## config.mk

```make
export PLATFORM = sky130hd
export DESIGN_NAME = crt_lane
export DESIGN_NICKNAME = d
export VERILOG_FILES = /design/src/rtl/crt_pkg.sv /design/src/rtl/crt_lane.sv
export SDC_FILE = /design/constraint.sdc
export NUM_CORES = 2
export LEC_CHECK = 0
export ABC_AREA = 1
export ABC_CLOCK_PERIOD_IN_PS = 5300
export BUFFER_PORTS_ARGS = -buffer_cell sky130_fd_sc_hd__buf_4
export CORE_ASPECT_RATIO = 1.1
export CORE_MARGIN = 4
export CORE_UTILIZATION = 55
export CTS_CLUSTER_SIZE = 14
export DETAILED_ROUTE_END_ITERATION = 6
export PLACE_DENSITY = 0.82
export SLEW_MARGIN = 25
export SYNTH_ARGS = -nofsm -noshare
export SYNTH_HDL_FRONTEND = slang
export SYNTH_SLANG_ARGS = --single-unit
export TNS_END_PERCENT = 5
```

## constraint.sdc

```tcl
create_clock -name clock -period 5.3 [get_ports clock]
set_input_delay 0.265 -clock clock [delete_from_list [all_inputs] [get_ports clock]]
set_output_delay 0.265 -clock clock [all_outputs]
set_load 0.05 [all_outputs]
```

## src/rtl/crt_pkg.sv

```systemverilog
`default_nettype none
package crt_pkg;
   localparam int SOLUTION_WIDTH = 48;

   typedef struct packed {
      logic done;
      logic bad;
   } lane_stat_type;
endpackage
`default_nettype wire

```

## src/rtl/crt_lane.sv

```systemverilog
`default_nettype none
module crt_lane #(
   parameter int NUM_CONGRUENCES = 3,
   parameter int MODULUS_WIDTH   = 16,
   parameter int LANE            = 0
) (
   input  wire                                           clock,
   input  wire                                           reset,
   input  wire                                           start,
   input  wire  [NUM_CONGRUENCES*MODULUS_WIDTH-1:0]      moduli,
   input  wire  [MODULUS_WIDTH-1:0]                      residue,
   output logic [NUM_CONGRUENCES*MODULUS_WIDTH-1:0]      cofactor,
   output logic [NUM_CONGRUENCES*MODULUS_WIDTH-1:0]      term,
   output crt_pkg::lane_stat_type                        stat
);
   localparam int N  = NUM_CONGRUENCES;
   localparam int W  = MODULUS_WIDTH;
   localparam int PW = N * W;
   localparam int DW = (PW > 2 * W) ? PW : 2 * W;
   localparam int CW = $clog2(DW + 1);
   localparam int JW = $clog2(N + 1);
   localparam int SW = W + 2;

   typedef enum logic [3:0] {
      S_IDLE, S_CSEL, S_MUL, S_RED, S_ECHK, S_EDIV, S_UPD,
      S_INV, S_TMUL, S_TRED, S_TERM, S_DONE
   } state_type;

   state_type       state_ff, state_in;
   logic [CW-1:0]   cnt_ff, cnt_in;
   logic [JW-1:0]   j_ff, j_in;
   logic [PW-1:0]   mcand_ff, mcand_in, prod_ff, prod_in, cof_ff, cof_in, term_ff, term_in;
   logic [W-1:0]    mplier_ff, mplier_in;
   logic [DW-1:0]   dvd_ff, dvd_in;
   logic [W-1:0]    rem_ff, rem_in, quo_ff, quo_in, dsr_ff, dsr_in;
   logic [W-1:0]    r0_ff, r0_in, r1_ff, r1_in, inv_ff, inv_in;
   logic signed [SW-1:0] s0_ff, s0_in, s1_ff, s1_in;
   logic            bad_ff, bad_in;

   logic [W-1:0]    own_mod, mod_sel, rem_next, quo_next;
   logic [PW-1:0]   prod_add;
   logic [W:0]      trial;
   logic            ge;
   logic signed [2*W+2:0] qs;
   logic signed [SW-1:0]  s_upd, s_fix;
   logic [2*W-1:0]  rp;

   assign own_mod = moduli[LANE*W +: W];

   always_comb begin
      mod_sel = '0;
      for (int k = 0; k < N; k++) begin
         if (j_ff == JW'(k)) mod_sel = moduli[k*W +: W];
      end
   end

   assign prod_add = mplier_ff[0] ? prod_ff + mcand_ff : prod_ff;
   assign trial    = {rem_ff, dvd_ff[DW-1]};
   assign ge       = trial >= {1'b0, dsr_ff};
   assign rem_next = ge ? W'(trial - {1'b0, dsr_ff}) : trial[W-1:0];
   assign quo_next = {quo_ff[W-2:0], ge};
   assign qs       = $signed({1'b0, quo_ff}) * s1_ff;
   assign s_upd    = s0_ff - $signed(qs[SW-1:0]);
   assign s_fix    = s0_ff[SW-1] ? s0_ff + $signed({2'b00, own_mod}) : s0_ff;
   assign rp       = residue * inv_ff;

   always_comb begin
      state_in  = state_ff;
      cnt_in    = cnt_ff;
      j_in      = j_ff;
      mcand_in  = mcand_ff;
      prod_in   = prod_ff;
      cof_in    = cof_ff;
      term_in   = term_ff;
      mplier_in = mplier_ff;
      dvd_in    = dvd_ff;
      rem_in    = rem_ff;
      quo_in    = quo_ff;
      dsr_in    = dsr_ff;
      r0_in     = r0_ff;
      r1_in     = r1_ff;
      inv_in    = inv_ff;
      s0_in     = s0_ff;
      s1_in     = s1_ff;
      bad_in    = bad_ff;
      case (state_ff)
         S_IDLE, S_DONE: begin
            if (start) begin
               cof_in   = PW'(1);
               j_in     = '0;
               bad_in   = 1'b0;
               state_in = S_CSEL;
            end
         end
         S_CSEL: begin
            if (j_ff == JW'(N)) begin
               dvd_in   = DW'(cof_ff) << (DW - PW);
               cnt_in   = CW'(PW);
               rem_in   = '0;
               quo_in   = '0;
               dsr_in   = own_mod;
               state_in = S_RED;
            end else if (j_ff == JW'(LANE)) begin
               j_in = j_ff + 1'b1;
            end else begin
               prod_in   = '0;
               mcand_in  = cof_ff;
               mplier_in = mod_sel;
               cnt_in    = CW'(W);
               state_in  = S_MUL;
            end
         end
         S_MUL: begin
            prod_in   = prod_add;
            mcand_in  = mcand_ff << 1;
            mplier_in = mplier_ff >> 1;
            cnt_in    = cnt_ff - 1'b1;
            if (cnt_ff == CW'(1)) begin
               cof_in   = prod_add;
               j_in     = j_ff + 1'b1;
               state_in = S_CSEL;
            end
         end
         S_RED: begin
            dvd_in = dvd_ff << 1;
            rem_in = rem_next;
            quo_in = quo_next;
            cnt_in = cnt_ff - 1'b1;
            if (cnt_ff == CW'(1)) begin
               r0_in    = rem_next;
               r1_in    = own_mod;
               s0_in    = SW'(1);
               s1_in    = '0;
               state_in = S_ECHK;
            end
         end
         S_ECHK: begin
            if (r1_ff == '0) begin
               state_in = S_INV;
            end else begin
               dvd_in   = DW'(r0_ff) << (DW - W);
               cnt_in   = CW'(W);
               rem_in   = '0;
               quo_in   = '0;
               dsr_in   = r1_ff;
               state_in = S_EDIV;
            end
         end
         S_EDIV: begin
            dvd_in = dvd_ff << 1;
            rem_in = rem_next;
            quo_in = quo_next;
            cnt_in = cnt_ff - 1'b1;
            if (cnt_ff == CW'(1)) begin
               r0_in    = r1_ff;
               r1_in    = rem_next;
               state_in = S_UPD;
            end
         end
         S_UPD: begin
            s0_in    = s1_ff;
            s1_in    = s_upd;
            state_in = S_ECHK;
         end
         S_INV: begin
            bad_in   = r0_ff > W'(1);
            inv_in   = (r0_ff > W'(1)) ? '0 : s_fix[W-1:0];
            state_in = S_TMUL;
         end
         S_TMUL: begin
            dvd_in   = DW'(rp) << (DW - 2 * W);
            cnt_in   = CW'(2 * W);
            rem_in   = '0;
            quo_in   = '0;
            dsr_in   = own_mod;
            state_in = S_TRED;
         end
         S_TRED: begin
            dvd_in = dvd_ff << 1;
            rem_in = rem_next;
            quo_in = quo_next;
            cnt_in = cnt_ff - 1'b1;
            if (cnt_ff == CW'(1)) begin
               mplier_in = rem_next;
               mcand_in  = cof_ff;
               prod_in   = '0;
               cnt_in    = CW'(W);
               state_in  = S_TERM;
            end
         end
         S_TERM: begin
            prod_in   = prod_add;
            mcand_in  = mcand_ff << 1;
            mplier_in = mplier_ff >> 1;
            cnt_in    = cnt_ff - 1'b1;
            if (cnt_ff == CW'(1)) begin
               term_in  = prod_add;
               state_in = S_DONE;
            end
         end
         default: state_in = S_IDLE;
      endcase
   end

   always_ff @(posedge clock) begin
      if (reset) begin
         state_ff <= S_IDLE;
      end else begin
         state_ff <= state_in;
      end
      cnt_ff    <= cnt_in;
      j_ff      <= j_in;
      mcand_ff  <= mcand_in;
      prod_ff   <= prod_in;
      cof_ff    <= cof_in;
      term_ff   <= term_in;
      mplier_ff <= mplier_in;
      dvd_ff    <= dvd_in;
      rem_ff    <= rem_in;
      quo_ff    <= quo_in;
      dsr_ff    <= dsr_in;
      r0_ff     <= r0_in;
      r1_ff     <= r1_in;
      inv_ff    <= inv_in;
      s0_ff     <= s0_in;
      s1_ff     <= s1_in;
      bad_ff    <= bad_in;
   end

   assign cofactor  = cof_ff;
   assign term      = term_ff;
   assign stat.done = (state_ff == S_DONE);
   assign stat.bad  = bad_ff;
endmodule
`default_nettype wire

```

==> reports/metrics.yaml <==
cts_buffers: 44
synth-edff-count: 397
critPathMaxStageDelay_ns: 0.55
required_ns: 5.64
num-fill-cells: 5601
clk_latency_ns: 0.59
drt-initial-drc-count: 3591
grt_pass1_vias: 32365
place.gp.congestion: 1.02
synth-async-reset-ratio_pct: 0
n_antenna_cell: 0
dp_slack_ns: -0.463
drt-total-wl_mm: 111
clock_tree.root_cell: "clkbuf_16"
crit_chain: "nand2_1 -> inv_1 -> fa_1 -> inv_1 -> fa_1 -> inv_1 -> fa_1 -> fa_1 -> fa_1 -> inv_1 -> fa_1 -> ha_1 -> inv_1 -> nor3_2 -> nand2_1 -> o21ai_1 -> a21oi_2 -> a21oi_1 -> nor2_1"
synth.distinct_cells: 55
worst-r2r-cell-count: 19
grt_max_degree: 59
netlist_instances: 4636
area_delta_synth_final_pct: 15.4
hold_viol_final: 0
htree_levels: 2
outcome: "finished with violations"
yosysTopAreaCell: "edfxtp_1"
drtAntennaViolNets: 0
antenna_found_initial: 1
holdPathStages: 3
synth_nets: 5279
die_x_um: 257
layout_common_cells: "nand2_1 (1297), inv_1 (893), buf_4 (405)"
r2r_slack_ns: -0.27
cts.clk_slew.worst_paths_ns: 0.06
drive_gt1_share_pct: 13.5
cts_tree: "done"
port_buffers: 164
synth_area_leaders: "edfxtp_1 (32%), fa_1 (17%), nand2_1 (13%)"
skew_ns: 0.0245
violations: "negative setup slack"
end_kind: "register"
slew-limit-headroom_pct: 29.9
drc: 0
final_common_cell: "nand2_1"
synth_area_um2: 37400
start_util_pct: 55.4
setup_tns_ns: -3.42
period_needed_ns: 5.57
r2r-end: "s1_ff[17]"
cpMaxStageDelayCell: "edfxtp_1"
overflow: 0
path_max_fanout: 8
dr.pass1.iters: 7
place_hpwl_mm: 87.2
holdPathEnd: "dsr_ff[13]"
yosysWarnings: 0
avgSynthCellArea_um2: 8.07
crit_type: "register to register"
ys_ff_latch: 401
clock-sinks: 401
viasPerCell: 5.57
r2r-start: "s1_ff[11]"
ys_seq_area_share_pct: 32.1
cap_violations: 0
core_um2: 67600
dieArea_um2: 72300
min_from: "moduli[13]"
die_h_um: 282
grt_usage_pct: 30.1
synth_top_area_share_pct: 31.9
path_buf_inv: 5
grt_pass1_wl_mm: 173
finalSetupViolCount: 23
post_drt_wl_per_cell_um: 18.9
vias: 32530
timing.fmax_ghz: 0.180
arrival_ns: 5.90
row_count: 100
cts_buffer_depth: 3
drv_slew: 0
synthFlopType: "edfxtp_1"
rsz0062_at_grt: "true"
pin_count: 165
start_kind: "register"
final_nets: 5581
tightest_slew_ns: 1.05
fin_crit_sh_pct: 105
path_delay_family: "adder cells"
worst_slack_ns: -0.266
hold_path_class: "input pin to register"
cpMostUsedCell: "fa_1"
==> worst max-delay path by stage <==
stage | slack, ns | endpoint | cells past startpoint | startpoint
after CTS | -0.25 | s1_ff[17] | 22 | s1_ff[5]
after global routing | -0.47 | dvd_ff[44] | 21 | inv_ff[10]
after global placement | -0.36 | dvd_ff[39] | 21 | inv_ff[7]
after detailed placement | -0.46 | dvd_ff[39] | 23 | inv_ff[4]
final | -0.27 | s1_ff[17] | 19 | s1_ff[11]
after floorplan | -0.03 | dvd_ff[37] | 26 | inv_ff[4]
==> cell usage after synthesis, types with 3 or more instances <==
cell type	count
a21boi_0	4
a21o_1	16
a21oi_1	199
a21oi_2	3
a22o_1	15
a22oi_1	19
a31oi_1	8
buf_1	7
buf_2	10
buf_4	6
clkbuf_1	147
clkinv_1	4
dfxtp_1	4
edfxtp_1	397
fa_1	322
ha_1	254
inv_1	898
inv_2	3
nand2_1	1308
nand2_2	7
nand2_4	11
nand3_1	221
nand3_2	3
nand3b_1	13
nand3b_2	6
nand4_1	46
nor2_1	361
nor2_4	3
nor3_1	18
nor4_1	9
o2111ai_1	4
o211ai_1	8
o21a_1	10
o21ai_0	155
o21ai_1	6
o21bai_1	11
o31ai_1	3
or2_2	41
xnor2_1	28
xor2_1	29
==> cell families (layout without fill, tap and decap cells) <==
logic type / after synthesis / after routing / share of synthesized area, %
and+or+nand+nor: 2054 / 2054 / 22.8
buffers and inverters: 1077 / 1412 / 11.0
adders and majority gates: 576 / 576 / 25.7
AOI/OAI and AO/OA: 471 / 471 / 7.13
DFF: 401 / 401 / 32.1
xor gates and xnor gates: 57 / 57 / 1.33
==> per-layer routing <==
metal  GRT usage (%)  part of all wire (%)
met5               0                     0
met4            12.0                   4.8
met3            3.98                   8.5
met2            49.9                    47
met1            40.7                    40
==> worst min-delay path, delay by kind of cell <==
family                 cells  cell delay [ns]
buffers and inverters      1             0.13
AND/OR/NAND/NOR            2             0.11
==> area by class of cell <==
cell class / instances / area [um^2] / area share, %
Clock buffer: 53 / 1170 / 2.70
Clock inverter: 26 / 309 / 0.716
Inverter: 905 / 3400 / 7.87
Multi-Input combinational cell: 3158 / 21800 / 50.4
Sequential cell: 401 / 12000 / 27.8
Tap cell: 867 / 1080 / 2.51
Timing Repair Buffer: 428 / 3430 / 7.95
==> per-stage QoR <==
stage                     hold WS (ns)  cell area (um^2)  cells  util, %
after floorplan                  0.334             37600   4636        -
after global placement           0.450             41200   5739     60.9
after detailed placement         0.453             41200   5740     61.0
after CTS                      0.00533             42800   5825     63.4
after global routing            0.0220             43200   5838     63.9
final                           0.0286             43200   5838     63.9
==> state kept, by name, indices dropped and copies added (netlist names) <==
| register | flops |
|---|---|
| j_ff | 2 |
| prod_ff | 48 |
| mcand_ff | 48 |
| rem_ff | 16 |
| dvd_ff | 48 |
| r1_ff | 16 |
| term | 48 |
| s1_ff | 18 |
| state_ff | 4 |
| quo_ff | 16 |
| inv_ff | 16 |
| mplier_ff | 16 |
| dsr_ff | 16 |
| r0_ff | 16 |
| bad_ff | 1 |
| cofactor | 48 |
| s0_ff | 18 |
| cnt_ff | 6 |
==> timing repair <==
item                                    in CTS  in global routing
endpoints found under the setup margin      28                 32
resized for setup                           37                 71
setup buffers                                5                 13
hold buffers                                 1                  0
hold endpoints to repair                     4                  0
pin swaps                                    4                 18
Power is not shown: default switching activity piles up to over one toggle a cycle in this logic, so the estimate is an artifact.
