[config.mk]
export PLATFORM = sky130hd
export DESIGN_NAME = crt_merge
export DESIGN_NICKNAME = d
export VERILOG_FILES = /design/src/rtl/crt_pkg.sv /design/src/rtl/crt_merge.sv
export SDC_FILE = /design/constraint.sdc
export NUM_CORES = 1
export LEC_CHECK = 0
export BUFFER_PORTS_ARGS = -buffer_cell sky130_fd_sc_hd__buf_2
export CAP_MARGIN = 20
export CORE_AREA = 2 2 228 230
export CTS_CLUSTER_SIZE = 40
export DETAILED_ROUTE_END_ITERATION = 10
export DIE_AREA = 0 0 230 232
export GPL_TIMING_DRIVEN = 0
export PLACE_DENSITY = 0.72
export SETUP_SLACK_MARGIN = 0.15
export SYNTH_ARGS = -nofsm -noshare
export SYNTH_HDL_FRONTEND = slang
export SYNTH_SLANG_ARGS = --single-unit
[constraint.sdc]
create_clock -name clock -period 6.4 [get_ports clock]
set_input_delay 1.28 -clock clock [delete_from_list [all_inputs] [get_ports clock]]
set_output_delay 1.28 -clock clock [all_outputs]
set_load 0.005 [all_outputs]
[src/rtl/crt_pkg.sv]
`default_nettype none
package crt_pkg;
   localparam int SOLUTION_WIDTH = 48;

   typedef struct packed {
      logic done;
      logic bad;
   } lane_stat_type;
endpackage
`default_nettype wire

[src/rtl/crt_merge.sv]
`default_nettype none
module crt_merge #(
   parameter int NUM_CONGRUENCES = 3,
   parameter int MODULUS_WIDTH   = 16
) (
   input  wire                                                   clock,
   input  wire                                                   reset,
   input  wire                                                   start,
   input  wire                                                   ack,
   input  wire  [NUM_CONGRUENCES*MODULUS_WIDTH-1:0]              cof0,
   input  wire  [MODULUS_WIDTH-1:0]                              mod0,
   input  wire  [NUM_CONGRUENCES*NUM_CONGRUENCES*MODULUS_WIDTH-1:0] terms,
   input  wire  [NUM_CONGRUENCES-1:0]                            bads,
   output logic                                                  done,
   output logic [crt_pkg::SOLUTION_WIDTH-1:0]                    solution,
   output logic                                                  not_coprime
);
   localparam int N  = NUM_CONGRUENCES;
   localparam int W  = MODULUS_WIDTH;
   localparam int PW = N * W;
   localparam int CW = $clog2(W + 1);
   localparam int KW = $clog2(N + 1);
   localparam int SOLW = crt_pkg::SOLUTION_WIDTH;
   localparam int XW = (PW > SOLW) ? PW : SOLW;

   typedef enum logic [1:0] {M_IDLE, M_MUL, M_ACC, M_DONE} state_type;

   state_type     state_ff, state_in;
   logic [CW-1:0] cnt_ff, cnt_in;
   logic [KW-1:0] k_ff, k_in;
   logic [PW-1:0] mcand_ff, mcand_in, prod_ff, prod_in, pm_ff, pm_in, acc_ff, acc_in;
   logic [W-1:0]  mplier_ff, mplier_in;
   logic [SOLW-1:0] sol_ff, sol_in;
   logic          nc_ff, nc_in;

   logic [PW-1:0] prod_add, term_sel, room, final_acc;
   logic [XW-1:0] sol_ext;

   assign prod_add  = mplier_ff[0] ? prod_ff + mcand_ff : prod_ff;
   assign room      = pm_ff - acc_ff;
   assign final_acc = (acc_ff == '0) ? pm_ff : acc_ff;
   assign sol_ext   = XW'(final_acc);

   always_comb begin
      term_sel = '0;
      for (int k = 0; k < N; k++) begin
         if (k_ff == KW'(k)) term_sel = terms[k*PW +: PW];
      end
   end

   always_comb begin
      state_in  = state_ff;
      cnt_in    = cnt_ff;
      k_in      = k_ff;
      mcand_in  = mcand_ff;
      prod_in   = prod_ff;
      pm_in     = pm_ff;
      acc_in    = acc_ff;
      mplier_in = mplier_ff;
      sol_in    = sol_ff;
      nc_in     = nc_ff;
      case (state_ff)
         M_IDLE: begin
            if (start) begin
               mcand_in  = cof0;
               mplier_in = mod0;
               prod_in   = '0;
               cnt_in    = CW'(W);
               state_in  = M_MUL;
            end
         end
         M_MUL: begin
            prod_in   = prod_add;
            mcand_in  = mcand_ff << 1;
            mplier_in = mplier_ff >> 1;
            cnt_in    = cnt_ff - 1'b1;
            if (cnt_ff == CW'(1)) begin
               pm_in    = prod_add;
               acc_in   = '0;
               k_in     = '0;
               state_in = M_ACC;
            end
         end
         M_ACC: begin
            if (k_ff == KW'(N)) begin
               if (pm_ff == '0) begin
                  sol_in = '0;
                  nc_in  = 1'b0;
               end else begin
                  sol_in = sol_ext[SOLW-1:0];
                  nc_in  = |bads;
               end
               state_in = M_DONE;
            end else begin
               acc_in = (term_sel >= room) ? term_sel - room : acc_ff + term_sel;
               k_in   = k_ff + 1'b1;
            end
         end
         M_DONE: begin
            if (ack) state_in = M_IDLE;
         end
         default: state_in = M_IDLE;
      endcase
   end

   always_ff @(posedge clock) begin
      if (reset) begin
         state_ff <= M_IDLE;
      end else begin
         state_ff <= state_in;
      end
      cnt_ff    <= cnt_in;
      k_ff      <= k_in;
      mcand_ff  <= mcand_in;
      prod_ff   <= prod_in;
      pm_ff     <= pm_in;
      acc_ff    <= acc_in;
      mplier_ff <= mplier_in;
      sol_ff    <= sol_in;
      nc_ff     <= nc_in;
   end

   assign done        = (state_ff == M_DONE);
   assign solution    = sol_ff;
   assign not_coprime = nc_ff;
endmodule
`default_nettype wire

==> metrics.md, run 1 <==
| Metric | Value |
|---|---|
| Max Fclk | about 0.16 GHz |
| Crit path top cell by count | buf_4 |
| Share of synthesized registers carrying an async set or reset | 0 |
| Avg WL per Cell | 20.3 um |
| Endpoints failing setup | 0 |
| Drt first pass iters | 7 |
| Number of synthesized flops with an enable pin | ~260 |
| Yosys top cell by area | edfxtp_1 |
| Final #Nets | between 3000 and 4000 |
| Mapped cell area | between 20000 and 25000 um2 |
| Global-route wire length before repair | between 100000 and 150000 um |
| Synth Net Count | 2866 |
| Dpl hpwl | about 56000 um |
| Num CTS Buffers | 30 |
| Hold Path Class | flip-flop to flip-flop |
| Total negative slack | 0 ns |
| Total die area | around 53000 um2 |
| Initial DRC count | ~1700 |
| Routed WL | between 70000 and 80000 um |
| IO buf count | ~260 |
| ANT nets after route | 0 |
| Clock Skew | between 0.02 and 0.03 ns |
| Data required, critical path | 6.75 ns |
| CTS tree | built |
| Worst-Margin Slew | ~0.9 ns |
| Area Growth Syn to Fin | 17.1% |
| Worst hold margin | roughly 0.54 ns |
| Vias in the first global route | around 19000 |
| Synth Instances | 2448 |
| Worst Path Max Fanout | 10 |
| Final hold vios | 0 |
| Vias after detailed routing | between 20000 and 25000 |
| Initial core utilization | 0.447 |
| Critical path class | flip-flop to flip-flop |
| Largest net degree at the start of global routing | between 100 and 150 |
| Worst Path Arrival | ~6.5 ns |
| Sequential fraction of the synthesis area | 0.350 |
| Synth cell types | 99 |
| Clk sink count | roughly 270 |
| Worst-skew pair later-pin latency | around 0.6 ns |
| CP max stage delay | between 0.4 and 0.5 ns |
| CTS Buffer Depth | 3 |
| CP startpoint kind | flip-flop |
| Global route total overflow | 0 |
| Site row count | between 80 and 90 |
| RSZ-0062 raised after global routing | true |
| Share of layout cells above drive strength 1 | 0.207 |
| Die Span Y | ~230 um |
| Max-slew headroom | 0.400 |
| Global placer's final weighted congestion | a little under 1 |
| Slew Limit Fails | 0 |
| # hold bufs at CTS | 0 |
| Ys Warns | 0 |
| Tot GR Track Use | 0.255 |
| CP delay by family, top | compound AO/OA/AOI/OAI gates |
| IO Pins | between 200 and 300 |
| Crit path buf inv count | 7 |
| Post-layout min period | ~6 ns |
| Leading register cell type out of synthesis | edfxtp_1 |
| Antenna violations before repair | 1 |
| Placed cells | 3400 |
| H-tree Lvls | 1 |
| Final Core Density | 0.524 |
| Clock slew at reported path FFs | ~0.07 ns |
| Synthesized flop and latch total | roughly 270 |
| Final period util | 0.960 |
| Drc violations | 0 |
| Dominant cells by area after synthesis | edfxtp_1, ha_1, a21oi_1, mux2_2, xnor2_1 |
| CP max-delay cell | edfxtp_1 |
| Status | complete, no violations |
| Std-Cell Core Area | between 50000 and 60000 um2 |
| CTS Root Cell | clkbuf_16 |
| Top cell type's share of synthesized area | 0.349 |
| Synth Area per Inst | 9.29 um2 |
| Die W | around 230 um |
| Layout Cells excl Fill | about 3500 |
| DR vias/cell | 5.82 |
| CP Capture Type | flip-flop |
| Max-cap violations | 0 |
-- metrics by stage --
step | worst slack, ns | instance area (um2)
floorplan | 0.719 | 22700
global placement | -1.92 | 24900
detailed placement | -0.558 | 25000
CTS | 0.153 | 26200
global route | 0.0832 | 26600
finish | 0.254 | 26600
-- synthesized netlist by cell type, types with 5 or more instances --
cell and n:
a21boi_0 11, nand3_1 38, o22ai_1 14, o21ai_2 6, edfxtp_1 264, clkbuf_1 79
o221ai_1 5, nor4_1 27, ha_1 199, xnor2_1 94, nand4_1 40, inv_1 101
o211ai_1 11, o211a_1 6, o21a_1 32, and3_1 14, or2_2 11, xor2_1 76
o21bai_1 21, o21ai_0 151, a31oi_1 16, mux2_2 99, a211oi_1 14, mux2i_1 12
nor2b_1 40, a21o_1 93, nor3_1 33, and4_1 7, or3_1 8, o21ai_1 17
a22oi_1 50, buf_1 10, o31ai_1 11, a21oi_2 6, nand2_1 196, o31a_1 5
a21oi_1 247, nor2_1 164, and2_1 76, buf_2 15, nand2b_1 20, a211o_1 7
-- metal layers --
layer  wire (um)  global-route usage  part of all wire  up-vias
li1            -                   -                 -     9792
met1       31500               0.354              0.44     9632
met2       31500               0.409              0.44      742
met3        4890              0.0271             0.069      120
met4        3030               0.103             0.043        0
met5           0                   0                 0        -
-- cell usage in the layout (no fill, tap or decap), types with 50 or more instances in the layout --
master,instances
a21o_1,93
a21oi_1,240
a22oi_1,50
and2_1,74
buf_2,273
clkbuf_1,73
edfxtp_1,264
ha_1,198
inv_1,101
mux2_2,98
nand2_1,195
nor2_1,164
o21ai_0,136
xnor2_1,93
xor2_1,73
-- final timing paths --
path,from,slack (ns),end,cells after the start
hold reg to reg,mplier_ff[14]$_DFFE_PP_,0.54,mplier_ff[13]$_DFFE_PP_,1
hold / removal,mplier_ff[14]$_DFFE_PP_,0.54,mplier_ff[13]$_DFFE_PP_,1
setup / recovery,pm_ff[0]$_DFFE_PP_,0.25,acc_ff[16]$_SDFFCE_PN0P_,27
setup reg to reg,pm_ff[0]$_DFFE_PP_,0.25,acc_ff[16]$_SDFFCE_PN0P_,27
-- logic make-up (layout without fill, tap and decap cells) --
logic type,count (synthesis),count (layout),synth area share
adder cells (fa/ha/maj),203,203,0.113
flip-flops,266,266,0.350
XOR/XNOR,171,171,0.0662
AO/OA/AOI/OAI,788,788,0.227
multiplexers,111,111,0.0543
buffers and inverters,215,573,0.0384
AND/OR/NAND/NOR,694,694,0.151
other,0,1,0
-- registers in the layout, summed over array words and instances (netlist names) --
| name | cells |
|---|---|
| acc_ff | 48 |
| mplier_ff | 16 |
| mcand_ff | 48 |
| k_ff | 2 |
| not_coprime | 1 |
| state_ff | 2 |
| prod_ff | 48 |
| solution | 48 |
| cnt_ff | 5 |
| pm_ff | 48 |
-- timing repair --
item,CTS,global route
gates cloned,1,1
pin swaps,5,20
setup endpoints to repair,45,46
gates resized for setup,23,68
buffers inserted,4,25
-- area by class of cell --
class | instances | area, um2
fillers | 4638 | 24200
well taps | 680 | 851
repair buffers | 303 | 1690
multi-input cells | 1967 | 14100
flip-flops and latches | 266 | 7970
clock buffers | 30 | 751
clock inverters | 25 | 292
inverters | 101 | 379
plain buffers | 114 | 561
diodes | 1 | 2.50
Power of run 1 is not shown: default switching activity piles up to over one toggle a cycle in this logic, so the estimate is an artifact.
==> inputs of run 2 (changes only) <==
- CELL_PAD_IN_SITES_DETAIL_PLACEMENT: unset -> 0
- CELL_PAD_IN_SITES_GLOBAL_PLACEMENT: unset -> 1
- PLACE_DENSITY: 0.72 -> 0.87
- SKIP_LAST_GASP: unset -> 1
==> metrics.md, run 2 (synthesis results as in run 1) <==
| Metric | Value |
|---|---|
| Hold Path Origin | mplier_ff[2]$_DFFE_PP_ |
| Clock Skew | 0.0225 ns (-0.00288 ns) |
| Commonest non-fill, non-tap cell in the layout | buf_2 |
| Die Span Y | 232 um (unchanged) |
| Global placer's final weighted congestion | 0.944 (-3.7%) |
| CP max-delay cell | edfxtp_1 |
| Largest net degree at the start of global routing | 118 (unchanged) |
| Reg-to-reg startpoint | pm_ff[0]$_DFFE_PP_ |
| Drt first pass iters | 5 (-2) |
| Max Fclk | 0.168 GHz (+3.4%) |
| Total die area | 53400 um2 (unchanged) |
| Die W | 230 um (unchanged) |
| Dpl hpwl | 56900 um (+0.74%) |
| Std-Cell Core Area | 50900 um2 (unchanged) |
| Drc violations | 0 (unchanged) |
| Routed WL | 70200 um (-1.0%) |
| IO Pins | 265 (unchanged) |
| Slew Limit Fails | 0 (unchanged) |
| Share of layout cells above drive strength 1 | 0.195 (-0.0125) |
| ANT nets after route | 0 (unchanged) |
| Site row count | 83 (unchanged) |
| Num CTS Buffers | 28 (-6.7%) |
| Final #Nets | 3184 (-0.53%) |
| CP Capture Type | flip-flop |
| CTS Root Cell | clkbuf_16 |
| Data required, critical path | 6.74 ns (about the same) |
| Final period util | 0.929 (-0.0314) |
| Global-route wire length before repair | 106000 um (-0.27%) |
| Worst-skew pair later-pin latency | 0.59 ns (about the same) |
| Pre-CTS setup slack | -0.330 ns (+0.228 ns) |
| Crit path buf inv count | 4 (-3) |
| # hold bufs at CTS | 0 (unchanged) |
| Post-route setup slack | 0.455 ns (+0.201 ns) |
| CP max stage delay | 0.45 ns (about the same) |
| Worst reg2reg setup slack | 0.45 ns (+0.20 ns) |
| Status | complete, no violations |
| Final hold vios | 0 (unchanged) |
| Worst hold margin | 0.550 ns (+0.0134 ns) |
| Worst Hold End | mplier_ff[1]$_DFFE_PP_ |
| CP delay by family, top | compound AO/OA/AOI/OAI gates |
| Vias in the first global route | 19200 (-0.96%) |
| Worst-Margin Slew | 0.893 ns (-0.00702 ns) |
| Max-cap violations | 0 (unchanged) |
| CP Depth | 27 (unchanged) |
| Worst Path Max Fanout | 10 (unchanged) |
| Antenna violations before repair | 1 (unchanged) |
| CP startpoint kind | flip-flop |
| IO buf count | 264 (unchanged) |
| Hold Path Class | flip-flop to flip-flop |
| Final instance area | 26300 um2 (-1.4%) |
| RR Endpoint | acc_ff[4]$_SDFFCE_PN0P_ |
| Clk sink count | 266 (unchanged) |
| Initial core utilization | 0.447 (unchanged) |
| DR vias/cell | 5.73 (-1.6%) |
| Avg WL per Cell | 20.3 um (-0.40%) |
| Critical path class | flip-flop to flip-flop |
| Clock slew at reported path FFs | 0.06 ns (about the same) |
| Area Growth Syn to Fin | 15.5% |
| Tot GR Track Use | 0.255 (-0.000292) |
| Initial DRC count | 1633 (-1.4%) |
| Final Core Density | 0.516 (-0.00723) |
| Most frequent cells in the layout | buf_2, edfxtp_1, a21oi_1 |
| Endpoints failing setup | 0 (unchanged) |
| Worst Path Arrival | 6.28 ns (-0.21 ns) |
| Max-slew headroom | 0.405 (+0.00468) |
| Post-layout min period | 5.95 ns (-0.201 ns) |
| R2R depth | 27 (unchanged) |
| Hold path depth | 1 (unchanged) |
| Vias after detailed routing | 19800 (-2.2%) |
| RSZ-0062 raised after global routing | false |
| Global route total overflow | 0 (unchanged) |
| CTS Buffer Depth | 3 (unchanged) |
| H-tree Lvls | 1 (unchanged) |
| Antenna cells | 0 (-1) |
| CTS tree | built |
| Placed inst area | 25000 um2 (about the same) |
[run 2: what timing repair did]
item,in CTS,in global routing
pin swaps,2,9
endpoints found under the setup margin,44,47
buffers inserted,2,14
cloned,0,1
resized for setup,20,35
[run 2: cell type report]
cell class / count / area (um2)
fillers: 4766 / 24600
plain buffers: 114 / 554
inverters: 101 / 379
well taps: 680 / 851
clock buffers: 32 / 716
clock inverters: 18 / 223
repair buffers: 288 / 1570
multi-input cells: 1967 / 14000
flip-flops and latches: 266 / 7970
[run 2: worst register-to-register path, delay by kind of cell (launching register included)]
family / cells / cell delay, ns
compound gates: 14 / 2.80
fa+ha+maj: 3 / 0.81
simple gates: 4 / 0.54
buf+inv: 4 / 0.52
flops: 1 / 0.45
mux: 1 / 0.34
xor+xnor: 1 / 0.27
[run 2: how the worst max path moves through the flow]
stage | endpoint | slack [ns] | startpoint
after detailed placement | acc_ff[47]$_SDFFCE_PN0P_ | -0.33 | acc_ff[1]$_SDFFCE_PN0P_
after global routing | acc_ff[4]$_SDFFCE_PN0P_ | 0.09 | acc_ff[7]$_SDFFCE_PN0P_
final | acc_ff[4]$_SDFFCE_PN0P_ | 0.45 | pm_ff[0]$_DFFE_PP_
after floorplan | acc_ff[0]$_SDFFCE_PN0P_ | 0.72 | state_ff[0]$_SDFFE_PP0P_
after CTS | acc_ff[46]$_SDFFCE_PN0P_ | 0.16 | pm_ff[0]$_DFFE_PP_
after global placement | acc_ff[0]$_SDFFCE_PN0P_ | -1.89 | state_ff[0]$_SDFFE_PP0P_
[run 2: layer usage]
layer	part of all wire	track usage
met3	0.055	0.0223
met5	0	0
met4	0.031	0.0768
met2	0.45	0.419
met1	0.46	0.358
[run 2: stage by stage]
| stage | instances | TNS, ns |
|---|---|---|
| 2_1_floorplan | 2448 | 0 |
| 3_3_place_gp | 3392 | -117.42 |
| 3_5_place_dp | 3399 | -3.05 |
| 4_1_cts | 3451 | 0 |
| 5_1_grt | 3466 | 0 |
| 6_report | 3466 | 0 |
Power of run 2 is left out for the same reason.
